===== config.mk =====
export PLATFORM = sky130hd
export DESIGN_NAME = bounded_sequential_list_engine_unit
export DESIGN_NICKNAME = d
export VERILOG_FILES = /design/src/rtl/core/bsle_pkg.sv /design/src/rtl/core/bsle_ctrl.sv /design/src/rtl/core/bsle_datapath.sv /design/src/rtl/core/bounded_sequential_list_engine_unit.sv
export SDC_FILE = /design/constraint.sdc
export NUM_CORES = 1
export LEC_CHECK = 0
export BUFFER_PORTS_ARGS = -buffer_cell sky130_fd_sc_hd__buf_2
export CORE_ASPECT_RATIO = 0.9
export CORE_MARGIN = 5
export CORE_UTILIZATION = 56
export DETAILED_ROUTE_END_ITERATION = 12
export GPL_ROUTABILITY_DRIVEN = 0
export HOLD_SLACK_MARGIN = 0.06
export PLACE_DENSITY = 0.75
export SKIP_CTS_REPAIR_TIMING = 1
export SYNTH_ARGS = -nofsm -noshare
export SYNTH_HDL_FRONTEND = slang
export SYNTH_SLANG_ARGS = --single-unit

===== constraint.sdc =====
create_clock -name clk -period 3.7 [get_ports clk]
set_input_delay 0.37 -clock clk [delete_from_list [all_inputs] [get_ports clk]]
set_output_delay 0.37 -clock clk [all_outputs]
set_load 0.1 [all_outputs]

===== src/rtl/core/bsle_pkg.sv =====
package bsle_pkg;

    typedef enum logic [2:0] {
        OP_PUSH_BACK  = 3'd0,
        OP_PUSH_FRONT = 3'd1,
        OP_POP_BACK   = 3'd2,
        OP_POP_FRONT  = 3'd3,
        OP_INSERT     = 3'd4,
        OP_ERASE      = 3'd5,
        OP_FIND       = 3'd6,
        OP_SET_AT     = 3'd7
    } opcode_t;

    typedef enum logic [2:0] {
        ST_OK      = 3'd0,
        ST_FULL    = 3'd1,
        ST_EMPTY   = 3'd2,
        ST_RANGE   = 3'd3,
        ST_MISSING = 3'd4
    } status_t;

    typedef enum logic [3:0] {
        S_IDLE,
        S_CHECK,
        S_UP_TEST,
        S_UP_RD,
        S_UP_WR,
        S_PUT,
        S_DN_TEST,
        S_DN_RD,
        S_DN_WR,
        S_FIND_TEST,
        S_FIND_RD,
        S_FIND_CMP,
        S_DONE
    } state_t;

    typedef enum logic [2:0] {
        CUR_HOLD,
        CUR_CNT,
        CUR_POS1,
        CUR_ZERO,
        CUR_INC,
        CUR_DEC
    } cur_mode_t;

    typedef enum logic {
        RD_BELOW,
        RD_AT
    } rd_sel_t;

    typedef enum logic [1:0] {
        WR_SHIFT_UP,
        WR_SHIFT_DN,
        WR_POS
    } wr_sel_t;

    typedef enum logic [1:0] {
        CNT_HOLD,
        CNT_INC,
        CNT_DEC
    } cnt_mode_t;

    typedef struct packed {
        logic      load;
        cur_mode_t cur_mode;
        logic      rd_en;
        rd_sel_t   rd_sel;
        logic      wr_en;
        wr_sel_t   wr_sel;
        cnt_mode_t cnt_mode;
        logic      st_we;
        status_t   st_code;
        logic      found_we;
    } dp_cmd_t;

    typedef struct packed {
        opcode_t op;
        logic    pos_gt_cnt;
        logic    pos_ge_cnt;
        logic    full;
        logic    empty;
        logic    cur_lt_cnt;
        logic    cur_gt_pos;
        logic    match;
    } dp_stat_t;

endpackage


===== src/rtl/core/bsle_ctrl.sv =====
module bsle_ctrl
(
    input  logic              clk,
    input  logic              rst_n,
    input  logic              start,
    input  bsle_pkg::dp_stat_t stat,
    output bsle_pkg::dp_cmd_t  cmd,
    output logic              busy,
    output logic              done
);
    import bsle_pkg::*;

    state_t state_reg;
    state_t state_next;

    always_ff @(posedge clk or negedge rst_n)
    begin
        if (!rst_n)
        begin
            state_reg <= S_IDLE;
        end
        else
        begin
            state_reg <= state_next;
        end
    end

    always_comb
    begin
        state_next = state_reg;
        case (state_reg)
            S_IDLE:
            begin
                if (start)
                begin
                    state_next = S_CHECK;
                end
            end
            S_CHECK:
            begin
                case (stat.op)
                    OP_PUSH_BACK, OP_PUSH_FRONT, OP_INSERT:
                    begin
                        if (stat.pos_gt_cnt || stat.full)
                        begin
                            state_next = S_DONE;
                        end
                        else
                        begin
                            state_next = S_UP_TEST;
                        end
                    end
                    OP_POP_BACK:
                    begin
                        state_next = S_DONE;
                    end
                    OP_POP_FRONT:
                    begin
                        state_next = stat.empty ? S_DONE : S_DN_TEST;
                    end
                    OP_ERASE:
                    begin
                        state_next = stat.pos_ge_cnt ? S_DONE : S_DN_TEST;
                    end
                    OP_FIND:
                    begin
                        state_next = S_FIND_TEST;
                    end
                    default:
                    begin
                        state_next = S_DONE;
                    end
                endcase
            end
            S_UP_TEST:   state_next = stat.cur_gt_pos ? S_UP_RD : S_PUT;
            S_UP_RD:     state_next = S_UP_WR;
            S_UP_WR:     state_next = S_UP_TEST;
            S_PUT:       state_next = S_DONE;
            S_DN_TEST:   state_next = stat.cur_lt_cnt ? S_DN_RD : S_DONE;
            S_DN_RD:     state_next = S_DN_WR;
            S_DN_WR:     state_next = S_DN_TEST;
            S_FIND_TEST: state_next = stat.cur_lt_cnt ? S_FIND_RD : S_DONE;
            S_FIND_RD:   state_next = S_FIND_CMP;
            S_FIND_CMP:  state_next = stat.match ? S_DONE : S_FIND_TEST;
            S_DONE:      state_next = S_IDLE;
            default:     state_next = S_IDLE;
        endcase
    end

    always_comb
    begin
        cmd.load     = 1'b0;
        cmd.cur_mode = CUR_HOLD;
        cmd.rd_en    = 1'b0;
        cmd.rd_sel   = RD_AT;
        cmd.wr_en    = 1'b0;
        cmd.wr_sel   = WR_POS;
        cmd.cnt_mode = CNT_HOLD;
        cmd.st_we    = 1'b0;
        cmd.st_code  = ST_OK;
        cmd.found_we = 1'b0;
        busy         = 1'b1;
        done         = 1'b0;
        case (state_reg)
            S_IDLE:
            begin
                busy     = 1'b0;
                cmd.load = start;
            end
            S_CHECK:
            begin
                cmd.st_we = 1'b1;
                case (stat.op)
                    OP_PUSH_BACK, OP_PUSH_FRONT, OP_INSERT:
                    begin
                        // range is tested before full
                        if (stat.pos_gt_cnt)
                        begin
                            cmd.st_code = ST_RANGE;
                        end
                        else if (stat.full)
                        begin
                            cmd.st_code = ST_FULL;
                        end
                        cmd.cur_mode = CUR_CNT;
                    end
                    OP_POP_BACK:
                    begin
                        if (stat.empty)
                        begin
                            cmd.st_code = ST_EMPTY;
                        end
                        else
                        begin
                            cmd.cnt_mode = CNT_DEC;
                        end
                    end
                    OP_POP_FRONT:
                    begin
                        if (stat.empty)
                        begin
                            cmd.st_code = ST_EMPTY;
                        end
                        cmd.cur_mode = CUR_POS1;
                    end
                    OP_ERASE:
                    begin
                        if (stat.pos_ge_cnt)
                        begin
                            cmd.st_code = ST_RANGE;
                        end
                        cmd.cur_mode = CUR_POS1;
                    end
                    OP_FIND:
                    begin
                        cmd.st_code  = ST_MISSING;
                        cmd.cur_mode = CUR_ZERO;
                    end
                    default:
                    begin
                        if (stat.pos_ge_cnt)
                        begin
                            cmd.st_code = ST_RANGE;
                        end
                        else
                        begin
                            cmd.wr_en  = 1'b1;
                            cmd.wr_sel = WR_POS;
                        end
                    end
                endcase
            end
            S_UP_RD:
            begin
                cmd.rd_en  = 1'b1;
                cmd.rd_sel = RD_BELOW;
            end
            S_UP_WR:
            begin
                cmd.wr_en    = 1'b1;
                cmd.wr_sel   = WR_SHIFT_UP;
                cmd.cur_mode = CUR_DEC;
            end
            S_PUT:
            begin
                cmd.wr_en    = 1'b1;
                cmd.wr_sel   = WR_POS;
                cmd.cnt_mode = CNT_INC;
            end
            S_DN_TEST:
            begin
                if (!stat.cur_lt_cnt)
                begin
                    cmd.cnt_mode = CNT_DEC;
                end
            end
            S_DN_RD:
            begin
                cmd.rd_en  = 1'b1;
                cmd.rd_sel = RD_AT;
            end
            S_DN_WR:
            begin
                cmd.wr_en    = 1'b1;
                cmd.wr_sel   = WR_SHIFT_DN;
                cmd.cur_mode = CUR_INC;
            end
            S_FIND_RD:
            begin
                cmd.rd_en  = 1'b1;
                cmd.rd_sel = RD_AT;
            end
            S_FIND_CMP:
            begin
                if (stat.match)
                begin
                    cmd.st_we    = 1'b1;
                    cmd.st_code  = ST_OK;
                    cmd.found_we = 1'b1;
                end
                else
                begin
                    cmd.cur_mode = CUR_INC;
                end
            end
            S_DONE:
            begin
                done = 1'b1;
            end
            default:
            begin
                busy = 1'b1;
            end
        endcase
    end

endmodule


===== src/rtl/core/bsle_datapath.sv =====
module bsle_datapath #(
    parameter int DEPTH      = 16,
    parameter int DATA_WIDTH = 32
)
(
    input  logic              clk,
    input  logic              rst_n,
    input  bsle_pkg::dp_cmd_t  cmd,
    output bsle_pkg::dp_stat_t stat,
    input  logic [2:0]        opcode,
    input  logic [4:0]        position,
    input  logic signed [31:0] value,
    output logic [2:0]        status,
    output logic [3:0]        found_index,
    output logic [4:0]        count
);
    import bsle_pkg::*;

    localparam int AW = $clog2(DEPTH);
    localparam int CW = $clog2(DEPTH + 1);
    localparam int PW = (CW > 5) ? CW : 5;

    logic [DATA_WIDTH-1:0] mem [DEPTH];

    opcode_t               op_reg;
    logic [PW-1:0]         pos_reg;
    logic [DATA_WIDTH-1:0] val_reg;
    logic [CW-1:0]         count_reg;
    logic [CW-1:0]         count_next;
    logic [CW-1:0]         cursor_reg;
    logic [CW-1:0]         cursor_next;
    logic [DATA_WIDTH-1:0] rd_data_reg;
    status_t               status_reg;
    logic [AW-1:0]         found_reg;
    logic [PW-1:0]         pos_load;
    logic [CW-1:0]         cursor_below;
    logic [AW-1:0]         rd_addr;
    logic [AW-1:0]         wr_addr;
    logic [DATA_WIDTH-1:0] wr_data;

    assign cursor_below = cursor_reg - CW'(1);

    // front operations run as insert or erase at index zero, push back as insert at count
    always_comb
    begin
        case (opcode_t'(opcode))
            OP_PUSH_BACK:               pos_load = PW'(count_reg);
            OP_PUSH_FRONT, OP_POP_FRONT: pos_load = '0;
            default:                    pos_load = PW'(position);
        endcase
    end

    always_ff @(posedge clk)
    begin
        if (cmd.load)
        begin
            op_reg  <= opcode_t'(opcode);
            pos_reg <= pos_load;
            val_reg <= DATA_WIDTH'($unsigned(value));
        end
    end

    always_comb
    begin
        case (cmd.cur_mode)
            CUR_CNT:  cursor_next = count_reg;
            CUR_POS1: cursor_next = CW'(pos_reg) + CW'(1);
            CUR_ZERO: cursor_next = '0;
            CUR_INC:  cursor_next = cursor_reg + CW'(1);
            CUR_DEC:  cursor_next = cursor_below;
            default:  cursor_next = cursor_reg;
        endcase
    end

    always_ff @(posedge clk)
    begin
        cursor_reg <= cursor_next;
    end

    always_comb
    begin
        case (cmd.cnt_mode)
            CNT_INC: count_next = count_reg + CW'(1);
            CNT_DEC: count_next = count_reg - CW'(1);
            default: count_next = count_reg;
        endcase
    end

    always_ff @(posedge clk or negedge rst_n)
    begin
        if (!rst_n)
        begin
            count_reg <= '0;
        end
        else
        begin
            count_reg <= count_next;
        end
    end

    always_ff @(posedge clk)
    begin
        if (cmd.load)
        begin
            found_reg <= '0;
        end
        else if (cmd.found_we)
        begin
            found_reg <= AW'(cursor_reg);
        end
        if (cmd.st_we)
        begin
            status_reg <= cmd.st_code;
        end
    end

    assign rd_addr = (cmd.rd_sel == RD_BELOW) ? AW'(cursor_below) : AW'(cursor_reg);

    always_comb
    begin
        case (cmd.wr_sel)
            WR_SHIFT_UP:
            begin
                wr_addr = AW'(cursor_reg);
                wr_data = rd_data_reg;
            end
            WR_SHIFT_DN:
            begin
                wr_addr = AW'(cursor_below);
                wr_data = rd_data_reg;
            end
            default:
            begin
                wr_addr = AW'(pos_reg);
                wr_data = val_reg;
            end
        endcase
    end

    always_ff @(posedge clk)
    begin
        if (cmd.wr_en)
        begin
            mem[wr_addr] <= wr_data;
        end
        if (cmd.rd_en)
        begin
            rd_data_reg <= mem[rd_addr];
        end
    end

    assign stat.op         = op_reg;
    assign stat.pos_gt_cnt = pos_reg > PW'(count_reg);
    assign stat.pos_ge_cnt = pos_reg >= PW'(count_reg);
    assign stat.full       = count_reg == CW'(DEPTH);
    assign stat.empty      = count_reg == '0;
    assign stat.cur_lt_cnt = cursor_reg < count_reg;
    assign stat.cur_gt_pos = PW'(cursor_reg) > pos_reg;
    assign stat.match      = rd_data_reg == val_reg;

    assign status      = status_reg;
    assign found_index = 4'(found_reg);
    assign count       = 5'(count_reg);

endmodule


===== src/rtl/core/bounded_sequential_list_engine_unit.sv =====
// channel   | signals                          | transaction
// ----------+----------------------------------+------------------------------------
// command   | start, busy, opcode, position,   | start high while busy low
//           | value                            |
// result    | done, status, found_index, count | done high for one cycle, no stall
//
// the list lives in a single-port-write, registered-read memory; every moved or
// scanned element passes a test, a read and a write (or compare) state. pop back,
// set_at and any refused op go from check to done; insert, push front or
// push back (n = 0) shift n elements up, then write the value; erase or pop
// front shift n elements down; find scans up from index zero to a hit or count.
// rst_n clears the element count and the controller; memory contents start
// undefined. the receiver cannot stall, results appear once with done.
module bounded_sequential_list_engine_unit #(
    parameter int DEPTH      = 16,
    parameter int DATA_WIDTH = 32
)
(
    input  logic              clk,
    input  logic              rst_n,
    input  logic              start,
    output logic              busy,
    input  logic [2:0]        opcode,
    input  logic [4:0]        position,
    input  logic signed [31:0] value,
    output logic              done,
    output logic [2:0]        status,
    output logic [3:0]        found_index,
    output logic [4:0]        count
);
    import bsle_pkg::*;

    dp_cmd_t  cmd;
    dp_stat_t stat;

    bsle_ctrl u_ctrl (
        .clk   (clk),
        .rst_n (rst_n),
        .start (start),
        .stat  (stat),
        .cmd   (cmd),
        .busy  (busy),
        .done  (done)
    );

    bsle_datapath #(
        .DEPTH      (DEPTH),
        .DATA_WIDTH (DATA_WIDTH)
    ) u_dp (
        .clk         (clk),
        .rst_n       (rst_n),
        .cmd         (cmd),
        .stat        (stat),
        .opcode      (opcode),
        .position    (position),
        .value       (value),
        .status      (status),
        .found_index (found_index),
        .count       (count)
    );

endmodule


# Yosys cells after proc, flatten, opt, wreduce, memory -nomap -nowiden
# Memory sizes are Yosys's and may differ from the RTL's. A register that Yosys moved wholly into a read port is not among the register bits.
# Index checks and enable logic that the tools add are counted.
[totals]
ff_bits = 61
mem_bits_rw = 512
input_bits = 43
mem_count = 1
[memory_table]
columns = ["memory", "words", "width", "rd", "rd_clocked_by_memory_dff", "write_ports", "line_no", "rtl"]
rows = [
  ["u_dp.mem", 16, 32, 1, 1, 1, "bsle_datapath.sv:23", "logic [DATA_WIDTH-1:0] mem [DEPTH];"],
]
[op_classes]
n_addsub = 5
order_cmp = 4
n_eq_ne = 31
n_mux = 40
n_reduce_logical = 15
[op_table]
columns = ["operator", "count"]
rows = [
  ["one-hot mux 4 bit (12 select lines)", 1],
  ["== test 32 bit", 1],
  ["two-way mux 32 bit", 1],
  ["one-hot mux 5 bit (5 select lines)", 1],
  ["two-way mux 4 bit", 6],
  ["one-hot mux 3 bit (4 select lines)", 2],
  ["two-way mux 3 bit", 7],
  ["== test 4 bit (second input constant)", 5],
  ["one-hot mux 5 bit (2 select lines)", 2],
  ["== test 4 x 3 -> 1 bit (second input constant)", 4],
  ["one-hot mux 4 bit (2 select lines)", 2],
  ["one-hot mux 4 bit (4 select lines)", 1],
  ["adder 5 x 1 -> 5 bit (second input constant)", 3],
  ["== test 3 x 2 -> 1 bit (second input constant)", 5],
  ["== test 3 bit (second input constant)", 5],
  ["one-hot mux 2 bit (3 select lines)", 2],
  ["greater-than comparator 5 bit", 2],
  ["two-way mux 2 bit", 5],
  ["OR reduction 2 bit", 5],
  ["subtractor 5 x 1 -> 5 bit (second input constant)", 2],
  ["== test 3 x 1 -> 1 bit (second input constant)", 3],
  ["one-hot mux 3 bit (3 select lines)", 1],
  ["== test 4 x 2 -> 1 bit (second input constant)", 2],
  ["two-way mux 1 bit", 7],
  ["other kinds (18)", 20],
]

# Longest topological paths before layout
# Gate-level depths: netlist (run 1).
[depth]
depth_word = 7
ltp_mapped = 13

# Hierarchy
# Synthesis (run 1) repeated with hierarchy kept, for this count alone.
[hier_totals]
hier_cells = 1626
hier_area_um2 = 27158.5
[modules_own_cells]
columns = ["module", "instances", "cells_per_inst", "area_each_um2", "seq_area_each_um2"]
rows = [
  ["bsle_datapath", 1, 1536, 26546.7, 17982.2],
  ["bsle_ctrl", 1, 90, 611.8, 100.1],
]

# Least setup slack after synthesis (run 1)
# No wires, ideal clock.
[synth_path]
path_type = "register -> register"
startpoint = "register u_dp.count_reg[1], in the netlist u_dp.count[1]"
endpoint = "memory u_dp.mem[10][0], enable pin"
setup_time_ns = 0.421
t_arrival_ns = 3.963
slack_ns = -0.684
path_stages_with_launch = 9
n_path_buf = 0
period_less_slack_ns = 4.384
path_cell_list = "dfrtp_1 -> inv_1 -> ha_1 -> and4_1 -> or3_1 -> o22ai_1 -> a221o_1 -> nand3_1 -> nor2_1"
[synth_between]
elab_chain_cells = 6
[synth_lines]
columns = ["item", "line_no", "rtl"]
rows = [
  ["start: declaration", "bsle_datapath.sv:28", "logic [CW-1:0] count_reg;"],
  ["start signal: assignment", "bsle_datapath.sv:97", "count_reg <= count_next;"],
  ["greater-or-equal comparator 5 bit", "bsle_datapath.sv:154", "assign stat.pos_ge_cnt = pos_reg >= PW'(count_reg);"],
  ["two-way mux 3 bit", "bsle_ctrl.sv:161", "if (stat.pos_ge_cnt)"],
  ["two-way mux 3 bit", "bsle_ctrl.sv:113", "case (stat.op)"],
  ["one-hot mux 3 bit (4 select lines)", "bsle_ctrl.sv:104", "case (state_reg)"],
  ["two-way mux 1 bit", "bsle_datapath.sv:142", "if (cmd.wr_en)"],
  ["two-way mux 1 bit (implied by the code)", "bsle_datapath.sv:144", "mem[wr_addr] <= wr_data;"],
  ["end: declaration", "bsle_datapath.sv:23", ""],
]
# No other way between the ends.

# Worst setup path in the final report (run 1)
[layout_path]
startpoint = "register u_dp.rd_data_reg[29] (read register of u_dp.mem)"
endpoint = "register u_dp.cursor_reg[4] (data pin)"
[layout_between]
elab_chain_cells = 5
word_cells_on_any_way = 9
cone_classes = "eq/ne: 6; mux: 3"
[layout_lines]
columns = ["item", "line_no", "rtl"]
rows = [
  ["start: declaration", "bsle_datapath.sv:32", "logic [DATA_WIDTH-1:0] rd_data_reg;"],
  ["== test 32 bit (*)", "bsle_datapath.sv:159", "assign stat.match = rd_data_reg == val_reg;"],
  ["two-way mux 3 bit (*)", "bsle_ctrl.sv:215", "if (stat.match)"],
  ["one-hot mux 3 bit (4 select lines) (*)", "bsle_ctrl.sv:104", ""],
  ["== test 3 bit (tied with other cells)", "bsle_datapath.sv:65", "case (cmd.cur_mode)"],
  ["one-hot mux 5 bit (5 select lines) (*)", "bsle_datapath.sv:65", ""],
  ["named net u_dp.cursor_next[4]", "bsle_datapath.sv:31", "logic [CW-1:0] cursor_next;"],
  ["end signal: assignment", "bsle_datapath.sv:77", "cursor_reg <= cursor_next;"],
  ["end: declaration", "bsle_datapath.sv:30", "logic [CW-1:0] cursor_reg;"],
]
# Mark *: on every way through the listed nets, which the timed path passes. The rest lies on a longest branch.
# A chain may end at the register's enable or synchronous reset.

==> metrics list, run 1 <==
- The flow ran to the end, and the final reports show no timing, DRC or antenna violations.
- GRT Resource Usage Total: 0.234
* Switching share of total power: 0.317
* Latest clock arrival within the worst-skew pair: 610 ps
* Setup Slack @ Placement: just over 300 ps
* Worst Hold Class: in2reg
* FF+latch count, synth: about 600
- First-pass GRT wire length: ~80000 um
- Clock skew: around 18 ps
- The share of total power dissipated in combinational logic is 0.355.
- The number of nets handed over by synthesis was approximately 1200.
* Number of H-tree levels: 2
* Number of antenna violations at the first check in global routing: 1
- The finished layout holds 1922 standard cells, fillers aside.
- Unrepaired setup endpoints after global routing: no
* Post-layout power: around 25000 uW
- In this run the clock root is driven by a sky130_fd_sc_hd__clkbuf_16.
* I/O pin total: 57
- Syn Area/Cell: approximately 21 um2
- For this design the static power due to leakage is 0.00915 uW.
- Number of endpoints failing setup at the final stage: 0
- Most frequently used flop master after synthesis: sky130_fd_sc_hd__edfxtp_1
- For this run, the slowest stage of the critical path takes 430 ps.
* Hold Vio Cnt, Final: 0
* Net total in the final layout: about 1400
- Share of layout cells above drive strength 1: 0.305
- For the pin with the worst max-slew slack, the measured transition is around 800 ps.
- Dividing total power by cell area gives a power density of slightly below 900 nW/um2.
- Standard cell with the maximum stage delay on the critical path: sky130_fd_sc_hd__a21boi_1
- The worst path in the final design needs a cycle of ~3500 ps, including I/O delays and setup.
* Vias in the first global route: ~12000
- Across the VDD grid, the largest voltage drop is 0.802 mV.
- Yosys cell types: between 50 and 60
* Floorplan Core Area: between 40000 and 50000 um2
* Async S/R FF share, synth: 0.0149
- Clock Path Buffers: 3
- Total instance count after detailed placement: approximately 1800
- Number of DRC violations after detailed routing: 0
* Height of the die: just over 200 um
- Setup slack closes at around 190 ps.
- 0 antenna diodes ended up in the layout.
- Leaving out fill and tap cells, the most frequent cells in the layout are sky130_fd_sc_hd__edfxtp_1, sky130_fd_sc_hd__mux4_2, sky130_fd_sc_hd__clkbuf_16, sky130_fd_sc_hd__buf_2, sky130_fd_sc_hd__xnor2_1.
- Max_cap viols: 0
- Entering global routing, the biggest net connects slightly below 50 pins.
- Clock-pin slew was measured on the worst setup and hold paths at approximately 60 ps.
* Critical Path, Cell by Cell: xnor2_1, nand4_1, nor4_1, buf_4, nand2_1, a21boi_1, nand2b_1, o21ai_0, ha_1, nand3_1, xor2_1, nor2_1, a2111oi_0, a21oi_1
- Summed over all layers, the global routing overflow is 0.
* Synth Cell Area: 24300 um2
- Required time of the worst setup path: 4030 ps
- For this configuration, the core starts out at a cell density of 0.566.
* Dpl hpwl: about 32000 um
- For this run, the register share of the synthesized area comes to 0.744.
- Length of the first detailed-routing pass in iterations: 5
- After technology mapping, the gate count stands at approximately 1200.
* Number of flip-flops in the largest register: around 510
- Total via count after detailed routing: 12400
* Area added between synthesis and finish: 16.4%
- Largest fanout of any net on the critical path: 7
* Element type at the critical path start: flip-flop
- The die covers about 48000 um2.
- After detailed routing, the number of vias per cell comes to 6.43.
- Wire length after detailed routing: about 56000 um
* Setup total negative slack: 0 ps
* Synthesis Warnings: 0
- The internal portion of the total power is 16800 uW.
- Clock sink total: just over 600
- Counting flops with a built-in enable in the synthesized netlist gives 592.
- The worst setup path is captured at a flip-flop.
- Site row count: 72
* Relative slew margins: 0.451
- The share of total power dissipated in sequential elements is 0.401.
- Buffers inserted during clock tree synthesis total 58.
- During placement, the flow inserted port buffers numbering 56.
- Data arrives at the worst endpoint at ~3800 ps.
* Antenna Nets Post-Route: 0
- Achievable frequency: about 290 MHz
- Final slew viol count: 0
* Final routed wire length divided by cell count: around 29 um
- X dimension of the die: 230 um
- Dividing the final minimum period by the clock period gives 0.948.
* Most frequent standard cell in the layout excluding fill and tap cells: sky130_fd_sc_hd__edfxtp_1
- CTS tree: built
- In this run the power spent charging and discharging nets is approximately 8000 uW.
- Clock power share: 0.244
* Iteration-0 DRC Markers: 1647
- Category of the critical setup timing path: reg2reg
==> cell families after synthesis <==
kind of cell               synth area share
xor gates and xnor gates             0.0180
muxes                                 0.166
DFF                                   0.744
adders and majority gates            0.0111
and+or+nand+nor                      0.0258
buffers and inverters                0.0122
AOI/OAI and AO/OA                    0.0231
==> layout make-up <==
type | instances | area, um2
flip-flops and latches | 605 | 18100
repair buffers | 151 | 1410
inverters | 18 | 67.6
clock buffers | 67 | 1510
multi-input cells | 485 | 6100
clock inverters | 41 | 430
fillers | 2678 | 14700
well taps | 555 | 694
==> power groups by stage <==
stage	Combinational, uW	Clock (uW)	Sequential, uW
floorplan	5880	0	10100
global placement	8590	0	9930
detailed placement	8690	0	9980
CTS	8770	6080	9860
global route	9320	6390	9920
finish	8750	6020	9860
==> stage by stage <==
stage,area (um2),hold slack [ps],util
after floorplan,24300,74.4,-
final,28300,94.4,0.658
after detailed placement,26000,238,0.605
after CTS,27900,-414,0.650
after global routing,28300,69.9,0.658
after global placement,26000,237,0.605
==> synthesized netlist by cell type, types with 5 or more instances <==
cell type	count	area, um2
sky130_fd_sc_hd__buf_1	12	45.0
sky130_fd_sc_hd__mux2_2	34	383
sky130_fd_sc_hd__a22oi_1	5	37.5
sky130_fd_sc_hd__buf_2	11	55.1
sky130_fd_sc_hd__nor2_1	46	173
sky130_fd_sc_hd__edfxtp_1	592	17800
sky130_fd_sc_hd__nand3_1	15	75.1
sky130_fd_sc_hd__xnor2_1	42	368
sky130_fd_sc_hd__buf_4	6	45.0
sky130_fd_sc_hd__clkbuf_1	19	71.3
sky130_fd_sc_hd__nor3_1	7	35.0
sky130_fd_sc_hd__xor2_1	8	70.1
sky130_fd_sc_hd__nand4_1	9	56.3
sky130_fd_sc_hd__nand2b_1	8	50.1
sky130_fd_sc_hd__o21ai_0	21	105
sky130_fd_sc_hd__dfrtp_1	9	225
sky130_fd_sc_hd__a221o_1	5	50.1
sky130_fd_sc_hd__inv_1	18	67.6
sky130_fd_sc_hd__ha_1	20	250
sky130_fd_sc_hd__mux4_2	160	3600
sky130_fd_sc_hd__nand2_1	27	101
sky130_fd_sc_hd__a21oi_1	22	110
==> critical path, delay by kind of cell (launching register included) <==
kind / cells / cell delay [ps]
adders and majority gates: 1 / 250
xor gates and xnor gates: 2 / 440
AOI/OAI and AO/OA: 4 / 1030
buffers and inverters: 1 / 170
and+or+nand+nor: 6 / 930
DFF: 1 / 420
==> final timing paths <==
| path | start | to | slack (ps) | depth (start not counted) |
|---|---|---|---|---|
| setup / recovery | u_dp.rd_data_reg[29] | u_dp.cursor_reg[4] | 190 | 14 |
| hold / removal | position[0] | u_dp.pos_reg[0] | 90 | 3 |
| setup reg to reg | u_dp.rd_data_reg[29] | u_dp.cursor_reg[4] | 190 | 14 |
| hold reg to reg | u_dp.found_index[2] | u_dp.found_index[2] | 500 | 2 |
| max in group asynchronous | rst_n | u_ctrl.state_reg[0] | 3360 | 2 |
| min in group asynchronous | rst_n | u_dp.count[0] | 150 | 2 |
==> routing by layer <==
layer,global-route usage,part of all wire
met5,0.00605,0
met4,0.0618,0.020
met3,0.0435,0.083
met2,0.375,0.50
met1,0.338,0.40
Power figures use the tool's default switching activity.
==> inputs of run 2 (changes only) <==
==> constraint.sdc (replaced) <==
create_clock -name clk -period 3.7 [get_ports clk]
set_input_delay 0.185 -clock clk [delete_from_list [all_inputs] [get_ports clk]]
set_output_delay 0.185 -clock clk [all_outputs]
set_load 0.1 [all_outputs]
==> metrics list, run 2 (synthesis results as in run 1) <==
- The flow ran to the end, and the final reports show no timing, DRC or antenna violations.
* Number of antenna violations at the first check in global routing: 1 (unchanged)
- The worst ir drop on vdd came to 0.802 mV (about the same).
* Cell depth of the worst flop-to-flop path: 14 (unchanged)
- Site row count: 72 (unchanged)
* Floorplan Core Area: 43000 um2 (unchanged)
* Clock slew at the register clock pins of the worst setup and hold paths: 60 ps (about the same)
- The switching share of power is 0.317 (about the same).
- The clock network fraction of design power came to 0.244 (about the same).
- The count of port buffers added during placement came to 56 (unchanged).
- Antenna Cells: 0 (unchanged)
* Number of stages on the worst hold path: 2 (-1)
- Total instance count after detailed placement: 1778 (unchanged)
- Buffer type at the clock tree root: sky130_fd_sc_hd__clkbuf_16
- Overflow after GRT: 0 (unchanged)
* Count of non-filler cells in the finished layout: 1929 (+0.36%)
- The first-iteration detailed-routing DRC count came to 1751 (+6.3%).
* Net total in the final layout: 1390 (+0.51%)
- Number of endpoints failing setup at the final stage: 0 (unchanged)
- In the layout the commonest cells are sky130_fd_sc_hd__edfxtp_1, sky130_fd_sc_hd__mux4_2, sky130_fd_sc_hd__clkbuf_16, sky130_fd_sc_hd__buf_2, sky130_fd_sc_hd__dlygate4sd3_1.
- R2R setup slack: 180 ps (about the same)
- The setup TNS is 0 ps (unchanged).
* Category of the critical setup timing path: reg2reg
- Element type at the critical path start: flip-flop
- Hold Path End: u_dp.val_reg[4]
- Final design utilization: 0.660 (+0.00163)
- Area added between synthesis and finish: 16.7%
- Largest fanout of any net on the critical path: 7 (unchanged)
* Hold_sp: value[4]
* CTS tree: built
* Cell Area, Placed: 26000 um2 (unchanged)
- The total clock sinks was 605 (unchanged).
- GRT Resource Usage Total: 0.234 (unchanged)
- The maximum number of pins on one net before global-route repair was 49 (unchanged).
- The half-perimeter wire length after detailed placement is 31700 um (unchanged).
* Clock skew: 18.4 ps (+0.781 ps)
* Height of the die: 208 um (unchanged)
* I/O pin total: 57 (unchanged)
- Hold slack: 308 ps (+214 ps)
- The time the final worst path needs with I/O delays and setup is 3520 ps (+14.7 ps).
- The clock buffer count from CTS was 58 (unchanged).
- The internal power came to 16800 uW (about the same).
- Initial core utilization: 0.566 (unchanged)
- The number of filler instances in the final layout is 2672 (-0.22%).
- The net switching power figure is 7810 uW (about the same).
- X dimension of the die: 230 um (unchanged)
- Relative slew margins: 0.439 (-0.0119)
- Length of the first detailed-routing pass in iterations: 5 (unchanged)
* R2r startpoint: u_dp.val_reg[27]
- The share of total power in sequential cells is 0.401 (about the same).
- The clock insertion delay at the later pin of the skew report came to 610 ps (about the same).
- Tcrit/Tclk final: 0.952 (+0.00398)
- Share of total power in combinational logic: 0.355 (about the same)
- The first-pass GRT wire length came to 82100 um (unchanged).
- Number of DRC violations after detailed routing: 0 (unchanged)
- Clock Path Buffers: 3 (unchanged)
- Number of H-tree levels: 2 (unchanged)
- The areal power density over the cells was 868 nW/um2 (-0.23%).
* Required time of the worst setup path: 4040 ps (about the same)
* Unrepaired setup endpoints after global routing: no
- The final count of pins violating max slew was 0 (unchanged).
* Final routed wire length divided by cell count: 29.1 um (-0.26%)
- The final wirelength was 56200 um (+0.10%).
- In this run the critical register-to-register path is captured at u_dp.cursor_reg[4].
* Static leakage: 0.00918 uW (+0.32%)
- Total via count after detailed routing: 12400 (+0.67%)
- The via count of the first global-routing pass came to 12400 (unchanged).
* Slew at the pin closest to its max-slew limit: 839 ps (+17.7 ps)
- Max_cap viols: 0 (unchanged)
- Area enclosed by the die boundary: 47700 um2 (unchanged)
- The antenna violation net count after detailed routing was 0 (unchanged).
- The detail-routed via count per cell came to 6.45 (+0.31%).
- Number of flip-flops in the largest register: 512 (unchanged)
- The final design area excluding fillers came to 28400 um2 (+0.25%).
* Kind of end point of the critical path: flip-flop
* Worst Hold Class: in2reg
* Achievable frequency: 284 MHz (-0.42%)
- The final count of hold timing violations was 0 (unchanged).
- The library cell used most frequently in the layout, excluding fill and tap cells, is sky130_fd_sc_hd__edfxtp_1.
* Data arrival time of the worst path: 3860 ps (+20 ps)
- Share of layout cells above drive strength 1: 0.303 (-0.00155)
[run 2: changes by cell type in the layout (fill, tap and decap cells not counted), sizes merged]
cell         previous run  this run
dlygate4sd3            36        43
[run 2: power by group through the flow]
stage	Combinational, uW	Sequential (uW)	Clock, uW
2_1_floorplan	5880	10100	0
3_3_place_gp	8590	9930	0
3_5_place_dp	8690	9980	0
4_1_cts	8770	9860	6080
5_1_grt	9320	9920	6390
6_report	8750	9870	6010
[run 2: critical path, cell delays in order, from the launching register on]
cell,delay (ps)
sky130_fd_sc_hd__edfxtp_1,430
sky130_fd_sc_hd__xnor2_1,280
sky130_fd_sc_hd__nand4_1,120
sky130_fd_sc_hd__nor4_1,310
sky130_fd_sc_hd__buf_4,170
sky130_fd_sc_hd__nand2_1,140
sky130_fd_sc_hd__a21boi_1,440
sky130_fd_sc_hd__nand2b_1,210
sky130_fd_sc_hd__o21ai_0,90
sky130_fd_sc_hd__ha_1,250
sky130_fd_sc_hd__nand3_1,110
sky130_fd_sc_hd__xor2_1,170
sky130_fd_sc_hd__nor2_1,60
sky130_fd_sc_hd__a2111oi_0,400
sky130_fd_sc_hd__a21oi_1,90
[run 2: layout make-up]
cell class	count	area [um2]	area share
inverters	18	67.6	0.00238
clock buffers	67	1510	0.0531
multi-input cells	485	6100	0.215
well taps	555	694	0.0245
flip-flops and latches	605	18100	0.637
repair buffers	158	1480	0.0521
clock inverters	41	430	0.0152
[run 2: per-layer routing]
metal	vias to the layer above	wire (um)	global-route usage
met1	6537	22000	0.338
met4	0	1220	0.0618
met5	-	0	0.00605
met3	93	5070	0.0435
li1	5149	-	-
met2	658	27800	0.375
[run 2: worst max path at each step]
stage / cells past startpoint / from / end / slack, ps
CTS: 14 / u_dp.val_reg[28] / u_dp.cursor_reg[4] / 250
detailed placement: 14 / u_dp.val_reg[27] / u_dp.cursor_reg[4] / 310
finish: 14 / u_dp.val_reg[27] / u_dp.cursor_reg[4] / 180
floorplan: 8 / u_dp.count[1] / u_dp.mem[8][0] / -230
global route: 14 / u_dp.rd_data_reg[28] / u_dp.cursor_reg[4] / 50
global placement: 14 / u_dp.val_reg[28] / u_dp.cursor_reg[4] / 480
[run 2: stage by stage]
step / setup WS, ps / total power, uW
after detailed placement: 307 / 18700
final: 178 / 24600
after floorplan: -226 / 16000
after global placement: 481 / 18500
after global routing: 46.3 / 25600
after CTS: 246 / 24700
==> inputs of run 3 (changes only) <==
- ABC_AREA: unset -> 1
==> metrics list, run 3 <==
* Outcome: finished clean
* Cell depth of the worst flop-to-flop path: 16 (+2)
- The proportion of netlist area held by the largest area contributor was 0.706 (-0.0259).
* Setup Slack @ Placement: 417 ps (+110 ps)
- The final wirelength came to 60600 um (+7.9%).
- Most used standard cells in the synthesized netlist: sky130_fd_sc_hd__edfxtp_1, sky130_fd_sc_hd__nor2_1, sky130_fd_sc_hd__nand2_1, sky130_fd_sc_hd__o21ai_0, sky130_fd_sc_hd__o21ai_1
- The clock skew is 18.5 ps (+0.118 ps).
* Site row count: 73 (+1.4%)
- R2r startpoint: u_dp.count[1]
- Number of buffers inserted during clock tree synthesis: 58 (unchanged)
- The via count of the first global-routing pass is 15900 (+28%).
* Hold_sp: value[1]
- The count of port buffers added during placement came to 56 (unchanged).
- The core footprint came to 44300 um2 (+3.1%).
- The worst setup path is captured at a flip-flop.
- The first-pass GRT wire length came to 92400 um (+12%).
- Static leakage: 0.00993 uW (+8.2%)
- Share of synthesized cell area in and, or, nand and nor gates: 0.116 (+0.0906)
- Synth Cell Area: 25200 um2 (+3.7%)
* Category of the critical setup timing path: reg2reg
- Worst Hold Class: in2reg
- Final routed wire length divided by cell count: 21.6 um (-26%)
* GRT Resource Usage Total: 0.243 (+0.00906)
- The detail-routed via count per cell came to 5.97 (-7.4%).
- The top cell types in the final layout, fill and taps aside, are sky130_fd_sc_hd__edfxtp_1, sky130_fd_sc_hd__nor2_1, sky130_fd_sc_hd__nand2_1, sky130_fd_sc_hd__o21ai_0, sky130_fd_sc_hd__o21ai_1.
- I/O pin total: 57 (unchanged)
- Slew at the pin closest to its max-slew limit: 938 ps (+99.8 ps)
* Relative slew margins: 0.368 (-0.0711)
* IR drop worst, VDD: 1.07 mV (+34%)
* Cell Area, Placed: 26500 um2 (+1.9%)
- Yosys cell types: 44 (-19%)
* Library cell occupying the most area in the post-synthesis netlist: sky130_fd_sc_hd__edfxtp_1
* Buffer type at the clock tree root: sky130_fd_sc_hd__clkbuf_16
* Maximum number of pins on one net before global-route repair: 149 (+200%)
- The areal power density over the cells is 905 nW/um2 (+4.2%).
- The fraction of synthesized cell area in xor and xnor cells came to 0.0101 (-0.00789).
- The iteration count of the initial detailed-routing pass came to 7 (+2).
- Max_cap viols: 0 (unchanged)
* Hold slack: 281 ps (-27.1 ps)
* Async S/R FF share, synth: 0.0149 (unchanged)
- Largest fanout of any net on the critical path: 12 (+5)
* Most numerous cell in the Yosys netlist: sky130_fd_sc_hd__edfxtp_1
- The complex-gate fraction of the synthesized area came to 0.110 (+0.0866).
* Required time of the worst setup path: 4010 ps (-30 ps)
- Data arrival time of the worst path: 3730 ps (-130 ps)
- The depth of the CTS H-tree is 2 (unchanged).
* Number of antenna violations at the first check in global routing: 1 (unchanged)
- The portion of netlist area occupied by mux cells was 0 (-0.166).
- The first-iteration detailed-routing DRC count came to 2279 (+30%).
- The sum of overflow across all layers after global routing came to 0 (unchanged).
- The die footprint came to 49300 um2 (+3.5%).
* Final design utilization: 0.648 (-0.0125)
- Most frequently used flop master after synthesis: sky130_fd_sc_hd__edfxtp_1
- Number of flip-flops in the largest register: 512 (unchanged)
* Synth top area cells: sky130_fd_sc_hd__edfxtp_1, sky130_fd_sc_hd__nor2_1, sky130_fd_sc_hd__o21ai_0, sky130_fd_sc_hd__nand2_1, sky130_fd_sc_hd__o21ai_1
- Clock sink total: 605 (unchanged)
- X dimension of the die: 234 um (+1.7%)
- Destination of the worst register-to-register timing path: u_dp.mem[13][26]
- The library cell used most frequently in the layout, excluding fill and tap cells, is sky130_fd_sc_hd__edfxtp_1.
- The clock insertion delay at the later pin of the skew report is 610 ps (about the same).
- The synthesized instance count was 2065 (+78%).
- The clock transition time at the flip-flop clock pins of the worst setup and hold paths is 60 ps (about the same).
- The worst setup path is launched from a flip-flop.
- The final count of pins violating max slew is 0 (unchanged).
- FF+latch count, synth: 605 (unchanged)
* CTS tree: built
- Min Clock Period, post-route: 3410 ps (-109 ps)
- Height of the die: 211 um (+1.7%)
* Worst Slack Setup Final: 287 ps (+109 ps)
- Area share of fa/ha/maj cells after synthesis: 0.0107 (-0.000394)
- The final count of hold timing violations was 0 (unchanged).
- After synthesis, the largest family of logic cells by area is simple AND/OR/NAND/NOR gates.
* Synthesis Warnings: 0 (unchanged)
- The proportion of layout cells with a drive suffix above 1 came to 0.0997 (-0.204).
- Worst setup path startpoint: u_dp.count[1]
- Total nets after synthesis: 2129 (+74%)
- The antenna violation net count after detailed routing was 0 (unchanged).
- The fmax was 293 MHz (+3.2%).
- The total via count after detailed routing is 16800 (+35%).
* Number of endpoints failing setup at the final stage: 0 (unchanged)
- Setup repair after global routing left no endpoint under its margin.
* Post-synth EDFFs: 592 (unchanged)
- Area added between synthesis and finish: 13.9%
- Syn Area/Cell: 12.2 um2 (-42%)
- The share of synthesized area occupied by flip-flops and latches came to 0.718 (-0.0264).
- The final layout net count is 2226 (+60%).
* Number of DRC violations after detailed routing: 0 (unchanged)
- The final design area excluding fillers came to 28700 um2 (+1.1%).
- Post-layout power: 26000 uW (+5.4%)
* Hold Path End: u_dp.val_reg[1]
- The number of diodes was 0 (unchanged).
* R2R setup slack: 290 ps (+110 ps)
- Tcrit/Tclk final: 0.922 (-0.0294)
- The half-perimeter wire length after detailed placement is 34800 um (+9.5%).
- The cell depth of the worst min-delay path came to 2 (unchanged).
- The starting utilization of the core area was 0.569 (+0.00322).
* Clock Path Buffers: 3 (unchanged)
-- run 3: changes by cell type after synthesis, moves of 33 or more --
cell and change:
sky130_fd_sc_hd__nand2_1 +188, sky130_fd_sc_hd__nor2_1 +386, sky130_fd_sc_hd__buf_2 +40, sky130_fd_sc_hd__inv_1 +71, sky130_fd_sc_hd__o21ai_0 +188, sky130_fd_sc_hd__o211ai_1 +51, sky130_fd_sc_hd__mux4_2 -160, sky130_fd_sc_hd__o221ai_1 +33
sky130_fd_sc_hd__o21ai_1 +94, sky130_fd_sc_hd__mux2_2 -34
-- run 3: metal layers --
metal	vias to the layer above	part of all wire	track usage
li1	7649	-	-
met1	8130	0.41	0.348
met2	860	0.48	0.393
met3	122	0.084	0.0414
met4	0	0.025	0.0620
met5	-	0	0
-- run 3: power breakdown --
group | leakage (uW) | total (uW) | internal (uW) | switching [uW]
combinational | 0.00357 | 10300 | 2810 | 7470
sequential | 0.00550 | 10100 | 9710 | 402
clock | 0.000850 | 5580 | 3150 | 2430
-- run 3: cells by family after synthesis --
kind of cell               after synthesis
xor gates and xnor gates                27
buffers and inverters                  210
AOI/OAI and AO/OA                      466
DFF                                    605
and+or+nand+nor                        736
adders and majority gates               21
-- run 3: critical path, cell delays in order (launching register included) --
cell and delay (ps):
sky130_fd_sc_hd__dfrtp_1 490, sky130_fd_sc_hd__inv_1 150, sky130_fd_sc_hd__ha_1 310, sky130_fd_sc_hd__nand2_1 70, sky130_fd_sc_hd__nor2_1 50, sky130_fd_sc_hd__nand2_1 50, sky130_fd_sc_hd__o2111ai_1 160, sky130_fd_sc_hd__inv_1 90
sky130_fd_sc_hd__nand2_1 90, sky130_fd_sc_hd__nor2_1 100, sky130_fd_sc_hd__nand3_1 110, sky130_fd_sc_hd__nand3_1 340, sky130_fd_sc_hd__nand3_1 320, sky130_fd_sc_hd__clkinv_1 130, sky130_fd_sc_hd__nand2_1 60, sky130_fd_sc_hd__inv_2 380
sky130_fd_sc_hd__buf_12 220
-- run 3: layout make-up --
| class | instances | area (um2) |
|---|---|---|
| Clock buffer | 74 | 1510 |
| Clock inverter | 30 | 250 |
| Fill cell | 3186 | 15600 |
| Inverter | 99 | 377 |
| Multi-Input combinational cell | 1250 | 6310 |
| Sequential cell | 605 | 18100 |
| Tap cell | 600 | 751 |
| Timing Repair Buffer | 148 | 1400 |
-- run 3: worst max-delay path by stage --
stage | cells after the start | end | slack (ps)
3_3_place_gp | 16 | u_dp.mem[15][30] | 530
6_report | 16 | u_dp.mem[13][26] | 290
5_1_grt | 16 | u_dp.mem[13][26] | 130
4_1_cts | 16 | u_dp.mem[13][26] | 400
3_5_place_dp | 16 | u_dp.mem[13][22] | 420
2_1_floorplan | 12 | u_dp.mem[1][0] | -70
-- run 3: through the flow --
stage	cells	setup TNS [ps]
floorplan	2065	-8330
global placement	2659	0
detailed placement	2659	0
CTS	2763	0
global route	2806	0
finish	2806	0
